**src/rais_pkg.sv**
```systemverilog
// Shared widths, constants and types of the ring-aware inductive steering unit.
// No dependencies; the interfaces, the unit and the checker import this package.
`timescale 1ns / 1ps

package rais_pkg;

	localparam int SAMPLE_BITS = 8;
	localparam int SUM_W       = SAMPLE_BITS + 2;
	localparam int THR_W       = 10;
	localparam int CMP_W       = (SUM_W > THR_W) ? SUM_W : THR_W;
	localparam int DIFF_W      = SAMPLE_BITS + 1;
	localparam int MIX_W       = SAMPLE_BITS + 5;
	localparam int QUO_W       = 15;
	localparam int NUM_W       = MIX_W + QUO_W;
	localparam int ERR_W       = 16;
	localparam int DERR_W      = ERR_W + 1;
	localparam int GAIN_W      = 16;
	localparam int ACC_W       = 35;
	localparam int FRAC_SHIFT  = 16;
	localparam int DRV_W       = 16;
	localparam int CNT_W       = 8;
	localparam int BEEP_W      = 6;
	localparam int MUL_STEPS   = DERR_W;
	localparam int STEP_W      = $clog2(MUL_STEPS);

	localparam int REG_IDX_W   = 3;
	localparam int CFG_AW      = REG_IDX_W + 2;
	localparam int CFG_DW      = 32;

	localparam int LEFT_DIFF       = 30;
	localparam int RIGHT_DIFF      = 20;
	localparam int SIDE_MIN        = 90;
	localparam int TIMEOUT_LOAD    = 120;
	localparam int ENTRY_HOLD_LOAD = 80;
	localparam int EXIT_HOLD_LOAD  = 100;
	localparam int BEEP_CROSS      = 10;
	localparam int BEEP_ENTRY      = 20;
	localparam int BEEP_EXIT       = 60;

	// Mix weights at 20 times their value: 0.25, 0.5, 0.7, 0.75.
	localparam int MIX_QUARTER  = 5;
	localparam int MIX_HALF     = 10;
	localparam int MIX_SEVENTH  = 14;
	localparam int MIX_THREEQ   = 15;

	// 100 times 256: percent scale with 8 fraction bits.
	localparam int ERR_SCALE    = 25600;

	localparam int RST_SUM_THRESHOLD = 330;
	localparam int RST_ENTRY_CONFIRM = 7;
	localparam int RST_EXIT_CONFIRM  = 10;

	typedef enum logic [REG_IDX_W-1:0] {
		REG_PROP_GAIN     = 3'd0,
		REG_DERIV_GAIN    = 3'd1,
		REG_SUM_THRESHOLD = 3'd2,
		REG_ENTRY_CONFIRM = 3'd3,
		REG_EXIT_CONFIRM  = 3'd4
	} reg_idx_t;

	typedef enum logic [2:0] {
		ST_IDLE,
		ST_PREP,
		ST_DIV,
		ST_EVAL,
		ST_MUL,
		ST_DONE
	} state_t;

endpackage

```
**src/rais_if.sv**
```systemverilog
// Valid/ready channel interfaces for sensor ticks and steering results.
// Depends on rais_pkg for the field widths.
`timescale 1ns / 1ps

interface rais_in_if import rais_pkg::*; ();
	logic                   valid;
	logic                   ready;
	logic [SAMPLE_BITS-1:0] sample_a;
	logic [SAMPLE_BITS-1:0] sample_b;
	logic [SAMPLE_BITS-1:0] sample_c;
	logic [SAMPLE_BITS-1:0] sample_d;
	logic                   crossing_seen;

	modport source (output valid, sample_a, sample_b, sample_c, sample_d, crossing_seen,
		input ready);
	modport sink (input valid, sample_a, sample_b, sample_c, sample_d, crossing_seen,
		output ready);
endinterface

interface rais_out_if import rais_pkg::*; ();
	logic                    valid;
	logic                    ready;
	logic signed [DRV_W-1:0] steer_drive;
	logic signed [ERR_W-1:0] norm_error;
	logic                    left_ring;
	logic                    right_ring;
	logic                    beep_load;
	logic [BEEP_W-1:0]       beep_ticks;
	logic                    zero_sum;

	modport source (output valid, steer_drive, norm_error, left_ring, right_ring, beep_load,
		beep_ticks, zero_sum, input ready);
	modport sink (input valid, steer_drive, norm_error, left_ring, right_ring, beep_load,
		beep_ticks, zero_sum, output ready);
endinterface

```
**src/ring_aware_inductive_steering_unit.sv**
```systemverilog
// Ring-aware inductive steering unit: ring state tracking, normalized error, PD drive.
// A new tick is taken only after the last one has left the bit-serial divider (15
// quotient bits, one per cycle) and the bit-serial PD multiplier (17 multiplier bits)
// and its result has been loaded into the output register.
// Reset (arst_n, asynchronous, active low) clears all ring state and the previous
// error and loads the register defaults; no clearing pass is needed.
`timescale 1ns / 1ps

module ring_aware_inductive_steering_unit import rais_pkg::*; (
	input  logic               clk,
	input  logic               arst_n,
	rais_in_if.sink            sensor,
	rais_out_if.source         steer,
	input  logic               psel,
	input  logic               penable,
	input  logic               pwrite,
	input  logic [CFG_AW-1:0]  paddr,
	input  logic [CFG_DW-1:0]  pwdata,
	output logic [CFG_DW-1:0]  prdata,
	output logic               pready
);

	// ------------------------------------------------------------------
	// Configuration registers. The APB access phase never waits, so
	// pready is tied high. Writes past the last register are
	// dropped and read back as zero.
	// ------------------------------------------------------------------
	logic signed [GAIN_W-1:0] prop_gain_q;
	logic signed [GAIN_W-1:0] deriv_gain_q;
	logic [THR_W-1:0]         sum_threshold_q;
	logic [CNT_W-1:0]         entry_confirm_q;
	logic [CNT_W-1:0]         exit_confirm_q;
	logic                     cfg_wr;
	reg_idx_t                 cfg_idx;

	assign pready  = 1'b1;
	assign cfg_idx = reg_idx_t'(paddr[CFG_AW-1:2]);
	assign cfg_wr  = psel && penable && pwrite && pready;

	always_ff @(posedge clk or negedge arst_n) begin
		if (!arst_n) begin
			prop_gain_q     <= '0;
			deriv_gain_q    <= '0;
			sum_threshold_q <= THR_W'(RST_SUM_THRESHOLD);
			entry_confirm_q <= CNT_W'(RST_ENTRY_CONFIRM);
			exit_confirm_q  <= CNT_W'(RST_EXIT_CONFIRM);
		end else if (cfg_wr) begin
			unique case (cfg_idx)
				REG_PROP_GAIN:     prop_gain_q     <= pwdata[GAIN_W-1:0];
				REG_DERIV_GAIN:    deriv_gain_q    <= pwdata[GAIN_W-1:0];
				REG_SUM_THRESHOLD: sum_threshold_q <= pwdata[THR_W-1:0];
				REG_ENTRY_CONFIRM: entry_confirm_q <= pwdata[CNT_W-1:0];
				REG_EXIT_CONFIRM:  exit_confirm_q  <= pwdata[CNT_W-1:0];
				default: ;
			endcase
		end
	end

	always_comb begin
		unique case (cfg_idx)
			REG_PROP_GAIN:     prdata = {{(CFG_DW-GAIN_W){1'b0}}, prop_gain_q};
			REG_DERIV_GAIN:    prdata = {{(CFG_DW-GAIN_W){1'b0}}, deriv_gain_q};
			REG_SUM_THRESHOLD: prdata = {{(CFG_DW-THR_W){1'b0}}, sum_threshold_q};
			REG_ENTRY_CONFIRM: prdata = {{(CFG_DW-CNT_W){1'b0}}, entry_confirm_q};
			REG_EXIT_CONFIRM:  prdata = {{(CFG_DW-CNT_W){1'b0}}, exit_confirm_q};
			default:           prdata = '0;
		endcase
	end

	// ------------------------------------------------------------------
	// Sequencer. A tick is taken only in IDLE. PREP forms the divider
	// operands, DIV produces one quotient bit per cycle, EVAL signs the
	// quotient and loads the multiplier, MUL adds one partial product per
	// cycle and DONE rounds, saturates and hands the result to the output
	// register as soon as that register is free.
	// ------------------------------------------------------------------
	state_t            state_q;
	state_t            state_d;
	logic [STEP_W-1:0] step_q;
	logic              in_ready;
	logic              tick_take;
	logic              out_free;
	logic              out_load;
	logic              out_valid_q;

	assign out_free = !out_valid_q || steer.ready;

	always_comb begin
		state_d = state_q;
		unique case (state_q)
			ST_IDLE: if (sensor.valid) state_d = ST_PREP;
			ST_PREP: state_d = ST_DIV;
			ST_DIV:  if (step_q == '0) state_d = ST_EVAL;
			ST_EVAL: state_d = ST_MUL;
			ST_MUL:  if (step_q == '0) state_d = ST_DONE;
			ST_DONE: if (out_free) state_d = ST_IDLE;
			default: state_d = ST_IDLE;
		endcase
	end

	always_comb begin
		in_ready = 1'b0;
		out_load = 1'b0;
		unique case (state_q)
			ST_IDLE: in_ready = 1'b1;
			ST_DONE: out_load = out_free;
			default: ;
		endcase
	end

	assign sensor.ready = in_ready;
	assign tick_take    = in_ready && sensor.valid;

	always_ff @(posedge clk or negedge arst_n) begin
		if (!arst_n) begin
			state_q <= ST_IDLE;
			step_q  <= '0;
		end else begin
			state_q <= state_d;
			case (state_q)
				ST_PREP: step_q <= STEP_W'(QUO_W - 1);
				ST_EVAL: step_q <= STEP_W'(MUL_STEPS - 1);
				ST_DIV, ST_MUL: step_q <= step_q - STEP_W'(1);
				default: ;
			endcase
		end
	end

	// ------------------------------------------------------------------
	// Ring state update, done in the cycle the tick is transferred in.
	// Holdoffs and the timeout count down first; an expiring timeout
	// drops both ring flags before entry and exit are judged.
	// ------------------------------------------------------------------
	logic [CNT_W-1:0] entry_cnt_q, entry_cnt_d;
	logic [CNT_W-1:0] exit_cnt_q, exit_cnt_d;
	logic [CNT_W-1:0] entry_hold_q, entry_hold_d;
	logic [CNT_W-1:0] exit_hold_q, exit_hold_d;
	logic [CNT_W-1:0] ring_to_q, ring_to_d;
	logic             left_q, left_d;
	logic             right_q, right_d;
	logic [MIX_W-1:0] lmix_q, lmix_d;
	logic [MIX_W-1:0] rmix_q, rmix_d;
	logic             beep_d;
	logic [BEEP_W-1:0] blen_d;

	logic [SUM_W-1:0]         side_sum;
	logic                     sum_high;
	logic signed [DIFF_W-1:0] diff_ad;
	logic signed [DIFF_W-1:0] diff_da;
	logic                     left_asym;
	logic                     right_asym;
	logic [CNT_W-1:0]         entry_cnt_inc;
	logic [CNT_W-1:0]         exit_cnt_inc;
	logic [MIX_W-1:0]         mix_a, mix_b, mix_c, mix_d;

	assign mix_a = MIX_W'(sensor.sample_a);
	assign mix_b = MIX_W'(sensor.sample_b);
	assign mix_c = MIX_W'(sensor.sample_c);
	assign mix_d = MIX_W'(sensor.sample_d);

	assign side_sum = SUM_W'(sensor.sample_a) + SUM_W'(sensor.sample_b)
		+ SUM_W'(sensor.sample_c) + SUM_W'(sensor.sample_d);
	assign diff_ad = $signed({1'b0, sensor.sample_a}) - $signed({1'b0, sensor.sample_d});
	assign diff_da = $signed({1'b0, sensor.sample_d}) - $signed({1'b0, sensor.sample_a});
	assign left_asym = (diff_ad > $signed(DIFF_W'(LEFT_DIFF)))
		&& (sensor.sample_a > SAMPLE_BITS'(SIDE_MIN));
	assign right_asym = (diff_da > $signed(DIFF_W'(RIGHT_DIFF)))
		&& (sensor.sample_d > SAMPLE_BITS'(SIDE_MIN));
	assign entry_cnt_inc = entry_cnt_q + CNT_W'(1);
	assign exit_cnt_inc  = exit_cnt_q + CNT_W'(1);

	always_comb begin
		exit_hold_d  = (exit_hold_q != '0) ? exit_hold_q - CNT_W'(1) : exit_hold_q;
		entry_hold_d = (entry_hold_q != '0) ? entry_hold_q - CNT_W'(1) : entry_hold_q;
		ring_to_d    = ring_to_q;
		left_d       = left_q;
		right_d      = right_q;
		if (ring_to_q != '0) begin
			ring_to_d = ring_to_q - CNT_W'(1);
			if (ring_to_d == '0) begin
				left_d  = 1'b0;
				right_d = 1'b0;
			end
		end
		entry_cnt_d = entry_cnt_q;
		exit_cnt_d  = exit_cnt_q;
		lmix_d      = lmix_q;
		rmix_d      = rmix_q;
		beep_d      = sensor.crossing_seen;
		blen_d      = sensor.crossing_seen ? BEEP_W'(BEEP_CROSS) : '0;

		sum_high = (CMP_W'(side_sum) > CMP_W'(sum_threshold_q))
			&& (exit_hold_d == '0) && (entry_hold_d == '0);

		if (sum_high) begin
			if (!left_d && !right_d) begin
				entry_cnt_d = entry_cnt_inc;
				if (left_asym) begin
					if (entry_cnt_inc >= entry_confirm_q) begin
						left_d       = 1'b1;
						entry_cnt_d  = '0;
						beep_d       = 1'b1;
						blen_d       = BEEP_W'(BEEP_ENTRY);
						ring_to_d    = CNT_W'(TIMEOUT_LOAD);
						entry_hold_d = CNT_W'(ENTRY_HOLD_LOAD);
					end
				end else if (right_asym) begin
					if (entry_cnt_inc >= entry_confirm_q) begin
						right_d      = 1'b1;
						entry_cnt_d  = '0;
						beep_d       = 1'b1;
						blen_d       = BEEP_W'(BEEP_ENTRY);
						ring_to_d    = CNT_W'(TIMEOUT_LOAD);
						entry_hold_d = CNT_W'(ENTRY_HOLD_LOAD);
					end
				end else begin
					lmix_d = mix_a * MIX_W'(MIX_QUARTER) + mix_b * MIX_W'(MIX_THREEQ);
					rmix_d = mix_c * MIX_W'(MIX_THREEQ) + mix_d * MIX_W'(MIX_QUARTER);
				end
			end else begin
				// Inside a ring: the left flag wins when both are set.
				exit_cnt_d = exit_cnt_inc;
				if (exit_cnt_inc >= exit_confirm_q) begin
					if (left_d) begin
						left_d = 1'b0;
						lmix_d = mix_a * MIX_W'(MIX_HALF) + mix_b * MIX_W'(MIX_QUARTER);
						rmix_d = mix_c * MIX_W'(MIX_SEVENTH) + mix_d * MIX_W'(MIX_SEVENTH);
					end else begin
						right_d = 1'b0;
						lmix_d  = mix_a * MIX_W'(MIX_SEVENTH) + mix_b * MIX_W'(MIX_SEVENTH);
						rmix_d  = mix_c * MIX_W'(MIX_HALF) + mix_d * MIX_W'(MIX_QUARTER);
					end
					exit_cnt_d  = '0;
					beep_d      = 1'b1;
					blen_d      = BEEP_W'(BEEP_EXIT);
					exit_hold_d = CNT_W'(EXIT_HOLD_LOAD);
				end
			end
		end else if (left_d) begin
			lmix_d = mix_a * MIX_W'(MIX_HALF) + mix_b * MIX_W'(MIX_HALF);
			rmix_d = mix_c * MIX_W'(MIX_HALF);
		end else if (right_d) begin
			lmix_d = mix_b * MIX_W'(MIX_HALF);
			rmix_d = mix_c * MIX_W'(MIX_HALF) + mix_d * MIX_W'(MIX_HALF);
		end else begin
			entry_cnt_d = '0;
			exit_cnt_d  = '0;
			lmix_d = mix_a * MIX_W'(MIX_QUARTER) + mix_b * MIX_W'(MIX_THREEQ);
			rmix_d = mix_c * MIX_W'(MIX_THREEQ) + mix_d * MIX_W'(MIX_QUARTER);
		end
	end

	// ------------------------------------------------------------------
	// Divider operands. The error is sign(L-R) * floor(|L-R|*25600 / S),
	// which matches truncation toward zero. |L-R| never exceeds S, so the
	// quotient fits in 15 bits and 15 restoring steps suffice.
	// ------------------------------------------------------------------
	logic [MIX_W:0]        div_sum;
	logic signed [MIX_W:0] div_diff;
	logic [MIX_W:0]        div_abs;
	logic [NUM_W-1:0]      div_num;
	logic [NUM_W-1:0]      rem_q;
	logic [NUM_W-1:0]      dsh_q;
	logic [QUO_W-1:0]      quo_q;
	logic                  neg_q;
	logic                  zero_q;
	logic                  div_ge;

	assign div_sum  = {1'b0, lmix_q} + {1'b0, rmix_q};
	assign div_diff = $signed({1'b0, lmix_q}) - $signed({1'b0, rmix_q});
	assign div_abs  = div_diff[MIX_W] ? -div_diff : div_diff;
	assign div_num  = NUM_W'(div_abs[MIX_W-1:0]) * NUM_W'(ERR_SCALE);
	assign div_ge   = rem_q >= dsh_q;

	// ------------------------------------------------------------------
	// PD drive: prop_gain*e + deriv_gain*(e - prev), one bit of e and of
	// the difference per cycle. The last bit is the two's complement sign
	// and is subtracted.
	// ------------------------------------------------------------------
	logic signed [ERR_W-1:0]  prev_err_q;
	logic signed [ERR_W-1:0]  err_v;
	logic [ERR_W-1:0]         quo_ext;
	logic signed [DERR_W-1:0] derr_v;
	logic [DERR_W-1:0]        mp_q;
	logic [DERR_W-1:0]        md_q;
	logic [ACC_W-1:0]         ap_q;
	logic [ACC_W-1:0]         ad_q;
	logic [ACC_W-1:0]         acc_q;
	logic [ACC_W-1:0]         mul_term;
	logic [ACC_W-1:0]         acc_step;

	assign quo_ext = {1'b0, quo_q};
	assign err_v   = zero_q ? '0 : (neg_q ? -$signed(quo_ext) : $signed(quo_ext));
	assign derr_v  = $signed({err_v[ERR_W-1], err_v}) - $signed({prev_err_q[ERR_W-1], prev_err_q});
	assign mul_term = (mp_q[0] ? ap_q : '0) + (md_q[0] ? ad_q : '0);
	assign acc_step = (step_q == '0) ? acc_q - mul_term : acc_q + mul_term;

	// Divide by 2^16 toward zero, then clamp to the int16 range.
	localparam int TRQ_W = ACC_W - FRAC_SHIFT;
	localparam logic signed [TRQ_W-1:0] DRV_HI = TRQ_W'((1 << (DRV_W - 1)) - 1);
	localparam logic signed [TRQ_W-1:0] DRV_LO = -TRQ_W'(1 << (DRV_W - 1));

	logic signed [TRQ_W-1:0] drv_trunc;
	logic signed [DRV_W-1:0] drv_sat;
	logic                    drv_round;

	assign drv_round = acc_q[ACC_W-1] && (acc_q[FRAC_SHIFT-1:0] != '0);
	assign drv_trunc = $signed(acc_q[ACC_W-1:FRAC_SHIFT]) + $signed({{(TRQ_W-1){1'b0}}, drv_round});

	always_comb begin
		if (drv_trunc > DRV_HI) begin
			drv_sat = DRV_HI[DRV_W-1:0];
		end else if (drv_trunc < DRV_LO) begin
			drv_sat = DRV_LO[DRV_W-1:0];
		end else begin
			drv_sat = drv_trunc[DRV_W-1:0];
		end
	end

	// Ring state and previous error: architectural, cleared by reset.
	always_ff @(posedge clk or negedge arst_n) begin
		if (!arst_n) begin
			entry_cnt_q  <= '0;
			exit_cnt_q   <= '0;
			entry_hold_q <= '0;
			exit_hold_q  <= '0;
			ring_to_q    <= '0;
			left_q       <= 1'b0;
			right_q      <= 1'b0;
			lmix_q       <= '0;
			rmix_q       <= '0;
			prev_err_q   <= '0;
		end else begin
			if (tick_take) begin
				entry_cnt_q  <= entry_cnt_d;
				exit_cnt_q   <= exit_cnt_d;
				entry_hold_q <= entry_hold_d;
				exit_hold_q  <= exit_hold_d;
				ring_to_q    <= ring_to_d;
				left_q       <= left_d;
				right_q      <= right_d;
				lmix_q       <= lmix_d;
				rmix_q       <= rmix_d;
			end
			if (state_q == ST_EVAL) begin
				prev_err_q <= err_v;
			end
		end
	end

	// Per-tick result fields, held until the output register takes them.
	logic              st_beep_q;
	logic [BEEP_W-1:0] st_blen_q;
	logic signed [ERR_W-1:0] err_q;

	always_ff @(posedge clk) begin
		if (tick_take) begin
			st_beep_q <= beep_d;
			st_blen_q <= blen_d;
		end
		case (state_q)
			ST_PREP: begin
				rem_q  <= div_num;
				dsh_q  <= NUM_W'(div_sum) << (QUO_W - 1);
				quo_q  <= '0;
				neg_q  <= div_diff[MIX_W];
				zero_q <= (div_sum == '0);
			end
			ST_DIV: begin
				if (div_ge) begin
					rem_q <= rem_q - dsh_q;
				end
				dsh_q <= dsh_q >> 1;
				quo_q <= {quo_q[QUO_W-2:0], div_ge};
			end
			ST_EVAL: begin
				err_q <= err_v;
				mp_q  <= {err_v[ERR_W-1], err_v};
				md_q  <= derr_v;
				ap_q  <= {{(ACC_W-GAIN_W){prop_gain_q[GAIN_W-1]}}, prop_gain_q};
				ad_q  <= {{(ACC_W-GAIN_W){deriv_gain_q[GAIN_W-1]}}, deriv_gain_q};
				acc_q <= '0;
			end
			ST_MUL: begin
				acc_q <= acc_step;
				ap_q  <= ap_q << 1;
				ad_q  <= ad_q << 1;
				mp_q  <= mp_q >> 1;
				md_q  <= md_q >> 1;
			end
			default: ;
		endcase
	end

	// ------------------------------------------------------------------
	// Output register. It decouples the result from the datapath, so the
	// next tick is taken while this result still waits for its transfer.
	// ------------------------------------------------------------------
	always_ff @(posedge clk or negedge arst_n) begin
		if (!arst_n) begin
			out_valid_q <= 1'b0;
		end else if (out_load) begin
			out_valid_q <= 1'b1;
		end else if (steer.ready) begin
			out_valid_q <= 1'b0;
		end
	end

	always_ff @(posedge clk) begin
		if (out_load) begin
			steer.steer_drive <= drv_sat;
			steer.norm_error  <= err_q;
			steer.left_ring   <= left_q;
			steer.right_ring  <= right_q;
			steer.beep_load   <= st_beep_q;
			steer.beep_ticks  <= st_blen_q;
			steer.zero_sum    <= zero_q;
		end
	end

	assign steer.valid = out_valid_q;

endmodule

```
**src/flat_wrapper.sv**
```systemverilog
// flat-port wrapper written by rule: the top's interface ports become plain ports
module ring_aware_inductive_steering_unit_flat import rais_pkg::*;
  (clk, arst_n, psel, penable, pwrite, paddr, pwdata, prdata, pready, sensor_valid, sensor_sample_a, sensor_sample_b, sensor_sample_c, sensor_sample_d, sensor_crossing_seen, sensor_ready, steer_valid, steer_steer_drive, steer_norm_error, steer_left_ring, steer_right_ring, steer_beep_load, steer_beep_ticks, steer_zero_sum, steer_ready);
  rais_in_if sensor_i ();
  rais_out_if steer_i ();
  input  logic clk;
  input  logic arst_n;
  input  logic psel;
  input  logic penable;
  input  logic pwrite;
  input  logic [CFG_AW-1:0] paddr;
  input  logic [CFG_DW-1:0] pwdata;
  output logic [CFG_DW-1:0] prdata;
  output logic pready;
  input wire logic [$bits(sensor_i.valid)-1:0] sensor_valid;
  input wire logic [$bits(sensor_i.sample_a)-1:0] sensor_sample_a;
  input wire logic [$bits(sensor_i.sample_b)-1:0] sensor_sample_b;
  input wire logic [$bits(sensor_i.sample_c)-1:0] sensor_sample_c;
  input wire logic [$bits(sensor_i.sample_d)-1:0] sensor_sample_d;
  input wire logic [$bits(sensor_i.crossing_seen)-1:0] sensor_crossing_seen;
  output wire logic [$bits(sensor_i.ready)-1:0] sensor_ready;
  output wire logic [$bits(steer_i.valid)-1:0] steer_valid;
  output wire logic [$bits(steer_i.steer_drive)-1:0] steer_steer_drive;
  output wire logic [$bits(steer_i.norm_error)-1:0] steer_norm_error;
  output wire logic [$bits(steer_i.left_ring)-1:0] steer_left_ring;
  output wire logic [$bits(steer_i.right_ring)-1:0] steer_right_ring;
  output wire logic [$bits(steer_i.beep_load)-1:0] steer_beep_load;
  output wire logic [$bits(steer_i.beep_ticks)-1:0] steer_beep_ticks;
  output wire logic [$bits(steer_i.zero_sum)-1:0] steer_zero_sum;
  input wire logic [$bits(steer_i.ready)-1:0] steer_ready;
  assign sensor_i.valid = sensor_valid;
  assign sensor_i.sample_a = sensor_sample_a;
  assign sensor_i.sample_b = sensor_sample_b;
  assign sensor_i.sample_c = sensor_sample_c;
  assign sensor_i.sample_d = sensor_sample_d;
  assign sensor_i.crossing_seen = sensor_crossing_seen;
  assign sensor_ready = sensor_i.ready;
  assign steer_valid = steer_i.valid;
  assign steer_steer_drive = steer_i.steer_drive;
  assign steer_norm_error = steer_i.norm_error;
  assign steer_left_ring = steer_i.left_ring;
  assign steer_right_ring = steer_i.right_ring;
  assign steer_beep_load = steer_i.beep_load;
  assign steer_beep_ticks = steer_i.beep_ticks;
  assign steer_zero_sum = steer_i.zero_sum;
  assign steer_i.ready = steer_ready;
  ring_aware_inductive_steering_unit u_core (.clk(clk), .arst_n(arst_n), .sensor(sensor_i), .steer(steer_i), .psel(psel), .penable(penable), .pwrite(pwrite), .paddr(paddr), .pwdata(pwdata), .prdata(prdata), .pready(pready));
endmodule
```
**config.mk**
```make
export PLATFORM = sky130hd
export DESIGN_NAME = ring_aware_inductive_steering_unit_flat
export DESIGN_NICKNAME = d
export VERILOG_FILES = /design/src/rais_pkg.sv /design/src/rais_if.sv /design/src/ring_aware_inductive_steering_unit.sv /design/src/flat_wrapper.sv
export SDC_FILE = /design/constraint.sdc
export NUM_CORES = 2
export LEC_CHECK = 0
export ABC_AREA = 1
export BUFFER_PORTS_ARGS = -buffer_cell sky130_fd_sc_hd__buf_2
export CORE_ASPECT_RATIO = 0.6
export CORE_MARGIN = 5
export CORE_UTILIZATION = 51
export DETAILED_ROUTE_END_ITERATION = 10
export GPL_TIMING_DRIVEN = 0
export PLACE_DENSITY = 0.68
export SKIP_CTS_REPAIR_TIMING = 1
export SYNTH_ARGS = -nofsm -noshare
export SYNTH_HDL_FRONTEND = slang
export SYNTH_SLANG_ARGS = --single-unit
```
**constraint.sdc**
```tcl
create_clock -name clk -period 15 [get_ports clk]
set_clock_uncertainty 0.05 [all_clocks]
set_input_delay 1.5 -clock clk [delete_from_list [all_inputs] [get_ports clk]]
set_output_delay 1.5 -clock clk [all_outputs]
set_load 0.02 [all_outputs]
```
### Word level (Yosys, flattened, before mapping)

Cells that the tools add are included.

* input port bits: 77
* latch bits: 0
* memories: 0
* memory bits (writable): 0
* register bits after elaboration: 428
* ROM bits: 0
* output and inout bits: 77

* mux-type cells: 98
* equal/unequal tests: 21
* magnitude comparators: 10
* reduce and logical (&&, ||, !) cells: 39
* bitwise logic cells: 0
* $mul: 14
* shifts and indexed selects: 0
* $add $sub $neg: 29
* divide/modulo/power cells: 0

Operator list (number)
* two-way mux 13 bit: 17
* case mux 35 bit (2 select lines): 3
* two-way mux 8 bit: 26
* multiplier 8 x 3 -> 11 bit, second input constant: 11
* case mux 28 bit (2 select lines): 2
* two-way mux 35 bit: 3
* adder 13 bit: 8
* case mux 16 bit (5 select lines): 1
* adder 35 bit: 2
* case mux 17 bit (2 select lines): 2
* two-way mux 16 bit: 3
* two-way mux 6 bit: 6
* subtractor 35 bit: 1
* case mux 15 bit (2 select lines): 1
* >= comparator 28 bit: 1
* two-way mux 28 bit: 1
* subtractor 28 bit: 1
* two-way mux 1 bit: 26
* logical NOT 8 bit: 3
* multiplier 8 x 4 -> 12 bit, second input constant: 2
* nonzero test 8 bit: 3
* subtractor 8 x 1 -> 8 bit, second input constant: 3
* adder 10 x 8 -> 10 bit: 2
* adder 19 x 2 -> 19 bit: 1
* other kinds (38): 82

### Depth between registers and ports, before layout

* word-level depth: 9
* mapped depth: 36
* gate-level depth less buffers: 36

### Worst setup path after synthesis

OpenSTA, ideal clock, no wires.

* path type: input to register
* start: input port sensor_sample_b[0]
* end: register u_core.rmix_q[0]
* data required time: 14.833 ns
* setup slack: 8.997 ns
* arrival: 5.836 ns
* cell stages on the path: 28
* path through: ha_1 -> fa_1 -> nand3_1 -> nand2_1 -> xor2_1 -> fa_1 -> inv_1 -> ha_1 -> a21oi_1 -> nand2_1 -> a21oi_1 -> o21ai_0 -> a21oi_1 -> o21bai_1 -> ha_1 -> nand2_1 -> nor2_1 -> nand4_1 -> o211ai_1 -> o21ai_0 -> nand3b_1 -> nor2_4 -> nand4_2 -> nand3_4 -> inv_4 -> buf_6 -> nand2_1 -> nand2_1

* longest elaborated chain between the ends: 8
* elaborated cells on any way between the ends: 11

Ends and longest elaborated chain
* start: declaration: RTL line flat_wrapper.sv:17 `input wire logic [$bits(sensor_i.sample_b)-1:0] sensor_sample_b;`
* adder 8 x 8 -> 9 bit *: RTL line ring_aware_inductive_steering_unit.sv:161 `assign side_sum = SUM_W'(sensor.sample_a) + SUM_W'(sensor.sample_b)`
* adder 10 x 8 -> 10 bit * (2 in a row): RTL line ring_aware_inductive_steering_unit.sv:162 `+ SUM_W'(sensor.sample_c) + SUM_W'(sensor.sample_d);`
* greater-than comparator 10 bit *: RTL line ring_aware_inductive_steering_unit.sv:192 `sum_high = (CMP_W'(side_sum) > CMP_W'(sum_threshold_q))`
* logical AND 1 bit * (2 in a row): RTL line ring_aware_inductive_steering_unit.sv:193 `&& (exit_hold_d == '0) && (entry_hold_d == '0);`
* != test 3 bit (no source line)
* AND reduction 4 bit (no source line)
* end signal: assignment: RTL line ring_aware_inductive_steering_unit.sv:343 `rmix_q <= rmix_d;`
* end: declaration: RTL line ring_aware_inductive_steering_unit.sv:142 `logic [MIX_W-1:0] rmix_q, rmix_d;`

Mark *: on every way between the ends. The rest lies on a longest branch, timed or not.
A chain may end at the register's enable or synchronous reset.

### Final worst setup path

* start: input port sensor_sample_a[0]
* end: register u_core.rmix_q[7]

* longest elaborated chain between the ends: 8
* elaborated cells on any way between the ends: 18

Ends and longest elaborated chain
* start: declaration: RTL line flat_wrapper.sv:16 `input wire logic [$bits(sensor_i.sample_a)-1:0] sensor_sample_a;`
* adder 8 x 8 -> 9 bit: RTL line ring_aware_inductive_steering_unit.sv:161
* adder 10 x 8 -> 10 bit (2 in a row): RTL line ring_aware_inductive_steering_unit.sv:162
* greater-than comparator 10 bit: RTL line ring_aware_inductive_steering_unit.sv:192
* logical AND 1 bit (2 in a row): RTL line ring_aware_inductive_steering_unit.sv:193
* != test 3 bit (no source line)
* AND reduction 4 bit (no source line)

Parallel ways exist; a longest one is shown, timed or not.

==> results.py <==
metrics = {
    "placement": {
        "hpwl_um": 89700,
        "globalplace.congestion": 1.01,
        "io_buffers": 117,
    },
    "final_layout": {
        "fin_nets": 6135,
        "final_cell_mix": "1446 x nand2_1, 830 x inv_1, 450 x ha_1",
        "diodes": 0,
        "syn_to_final_growth_pct": 9.48,
        "drive_gt1_frac": 0.0556,
        "mostFrequentLayoutCell": "nand2_1",
    },
    "drt": {
        "drt_wl_total_um": 112000,
        "wl_per_cell_um": 16.9,
        "drt-pass1-iter-count": 6,
        "viasPerCell": 5.40,
        "drc_errors": 0,
        "ant_nets": 0,
        "drt_iter0_markers": 3765,
        "dr_total_vias": 35700,
    },
    "worst_hold_path": {
        "min_path_type": "reg2reg",
    },
    "synth": {
        "synth_top_family_by_area": "simple AND/OR/NAND/NOR gates",
        "ys_async_sr_fraction": 0.356,
        "avgSynthCellArea_um2": 7.43,
        "synth_cells": 5338,
        "synth-edff-count": 273,
        "synthXorXnorAreaFrac": 0.0578,
        "synth_compound_area_frac": 0.130,
        "synthFlopType": "edfxtp_1",
        "muxShareOfSynthArea": 0.00101,
        "synth.area.top_cells": "edfxtp_1 21%, ha_1 14%, nand2_1 14%, dfrtp_1 9.0%, inv_1 7.9%",
        "ys_seq_elements": 424,
        "synth_fa_ha_area_frac": 0.184,
        "ys_seq_area_frac": 0.302,
        "synth_top_area_frac": 0.207,
        "syn-cell-area_um2": 39700,
        "synth-simple-area-share": 0.230,
        "synth_largest_area_cell": "edfxtp_1",
        "synth_warnings": 0,
        "ys_types": 67,
    },
    "clock_tree": {
        "root_buffer": "clkbuf_16",
        "cts_buffer_depth": 3,
        "cts_sinks": 424,
        "clkTransAtPathRegs_ns": 0.06,
        "ctsHtreeMaxLevel": 2,
        "clkLatencyLatePin_ns": 0.61,
        "cts_tree": "built",
        "cts_buffers": 45,
    },
    "worst_setup_path": {
        "cpLargestDelayFamily": "compound AO/OA/AOI/OAI gates",
        "r2r.worst_path.cells": 35,
        "cp.arrival_ns": 8.05,
        "reg2reg_from": "u_core.rmix_q[4]",
        "start_kind": "input port",
        "path_depth": 28,
        "cp-startpoint": "sensor_sample_a[0]",
        "path_class": "in2reg",
        "cp_num_buf_inv": 5,
        "crit_top_cell": "nand2_1",
        "r2r_slack_ns": 8.18,
        "slowest_delay_ns": 0.55,
        "crit_slowest_cell": "o211ai_1",
        "cp_max_fo": 10,
        "cp.required_ns": 15.47,
        "crit_end": "u_core.rmix_q[7]",
        "end_kind": "register",
        "r2r-end": "u_core.rem_q[27]",
    },
    "global_route": {
        "antenna_found_initial": 0,
        "grt_pass1_vias": 32900,
        "grt_start_max_net_pins": 87,
        "grt_use_total": 0.264,
        "grt_pass1_wl_um": 178000,
        "grt-ovfl-total": 0,
    },
    "timing": {
        "final_max_slew_viol_count": 0,
        "max_freq_mhz": 132,
        "max_slew_margin": 0.123,
        "min_period_over_period": 0.505,
        "worst_slew_pin_slew_ns": 1.32,
        "rsz0062_at_grt": "no",
        "setup_viol": 0,
        "finalSetupTns_ns": 0,
        "min_period_ns": 7.58,
        "hold_viol": 0,
    },
    "floorplan": {
        "die_w_um": 370,
        "num_rows": 79,
        "pin_count": 154,
        "start_util": 0.513,
        "die_y_um": 226,
        "coreArea_um2": 77300,
        "fp.dieArea_um2": 83700,
    },
    "flow_run": {
        "cap_violations": 0,
    },
    "outcome": {
        "outcome": "finished, final reports clean",
    },
}
## synth_stat cells, drive strengths merged, types with 2 or more instances
cell type / instances
o21bai: 38
xor2: 191
a2bb2oi: 2
a31oi: 24
o211ai: 26
and2: 4
nand2: 1455
o21a: 19
a211oi: 9
nor2: 355
nand3b: 19
a221o: 3
ha: 450
nor4: 13
a22o: 6
nor3: 65
mux2i: 4
a22oi: 3
nand3: 216
o31ai: 5
or2: 14
clkinv: 3
and3: 5
o22ai: 9
dfrtp: 142
a21oi: 357
conb: 2
a221oi: 7
a21o: 21
inv: 839
o2111ai: 3
nor3b: 2
nand4: 65
clkbuf: 78
edfxtp: 273
dfstp: 9
buf: 44
xnor2: 71
a21boi: 10
o21ai: 384
fa: 83
## layer usage
metal,up-vias,GRT usage,part of all wire
li1,17800,-,-
met5,-,0,0
met1,16500,0.415,0.50
met3,123,0.0450,0.084
met2,1254,0.379,0.40
met4,0,0.0514,0.017
## per-stage QoR
| stage | worst slack (ns) | util | std cells | area, µm² | hold slack, ns |
|---|---|---|---|---|---|
| final | 7.42 | 0.562 | 6615 | 43400 | 0.367 |
| after global placement | 7.01 | 0.539 | 6524 | 41600 | 0.355 |
| after CTS | 7.50 | 0.562 | 6615 | 43400 | 0.365 |
| after detailed placement | 6.92 | 0.542 | 6531 | 41900 | 0.356 |
| after floorplan | 9.00 | - | 5354 | 39700 | 0.350 |
| after global routing | 7.13 | 0.562 | 6615 | 43400 | 0.372 |
## cell families (layout without fill, tap and decap cells)
group / after synthesis / after routing
simple gates: 2215 / 2215
buf+inv: 964 / 1172
compound gates: 934 / 934
fa+ha+maj: 533 / 533
flops: 424 / 424
xor+xnor: 262 / 262
mux: 4 / 4
other cells: 2 / 18
## area by class of cell
| cell class | count | area (µm²) |
|---|---|---|
| fill | 7485 | 33900 |
| tap | 1053 | 1320 |
| multi-input combinational | 3966 | 24000 |
| buffer | 122 | 596 |
| timing repair buffer | 124 | 773 |
| sequential | 424 | 12000 |
| clock inverter | 27 | 323 |
| inverter | 842 | 3160 |
| clock buffer | 57 | 1250 |
## how the worst min path moves through the flow
stage	from	endpoint	slack [ns]	cells after the start
floorplan	u_core.st_beep_q	u_core.steer.beep_load	0.35	0
global placement	u_core.st_beep_q	u_core.steer.beep_load	0.35	0
detailed placement	u_core.err_q[3]	u_core.steer.norm_error[3]	0.36	0
CTS	u_core.err_q[3]	u_core.steer.norm_error[3]	0.36	0
global route	u_core.err_q[2]	u_core.steer.norm_error[2]	0.37	0
finish	u_core.err_q[3]	u_core.steer.norm_error[3]	0.37	0
## flip-flops by register name (all words and copies together), names as in the netlist, 10 cells and up
signal,count
u_core.prop_gain_q,16
u_core.sum_threshold_q,10
u_core.acc_q,35
u_core.ad_q,35
u_core.mp_q,17
u_core.dsh_q,28
u_core.ap_q,35
u_core.prev_err_q,16
u_core.md_q,17
u_core.rem_q,28
u_core.lmix_q,13
u_core.rmix_q,13
u_core.quo_q,15
u_core.deriv_gain_q,16
u_core.steer.norm_error,16
u_core.steer.steer_drive,16
u_core.err_q,16
Power is not shown: default switching activity piles up to over one toggle a cycle in this logic, so the estimate is an artifact.
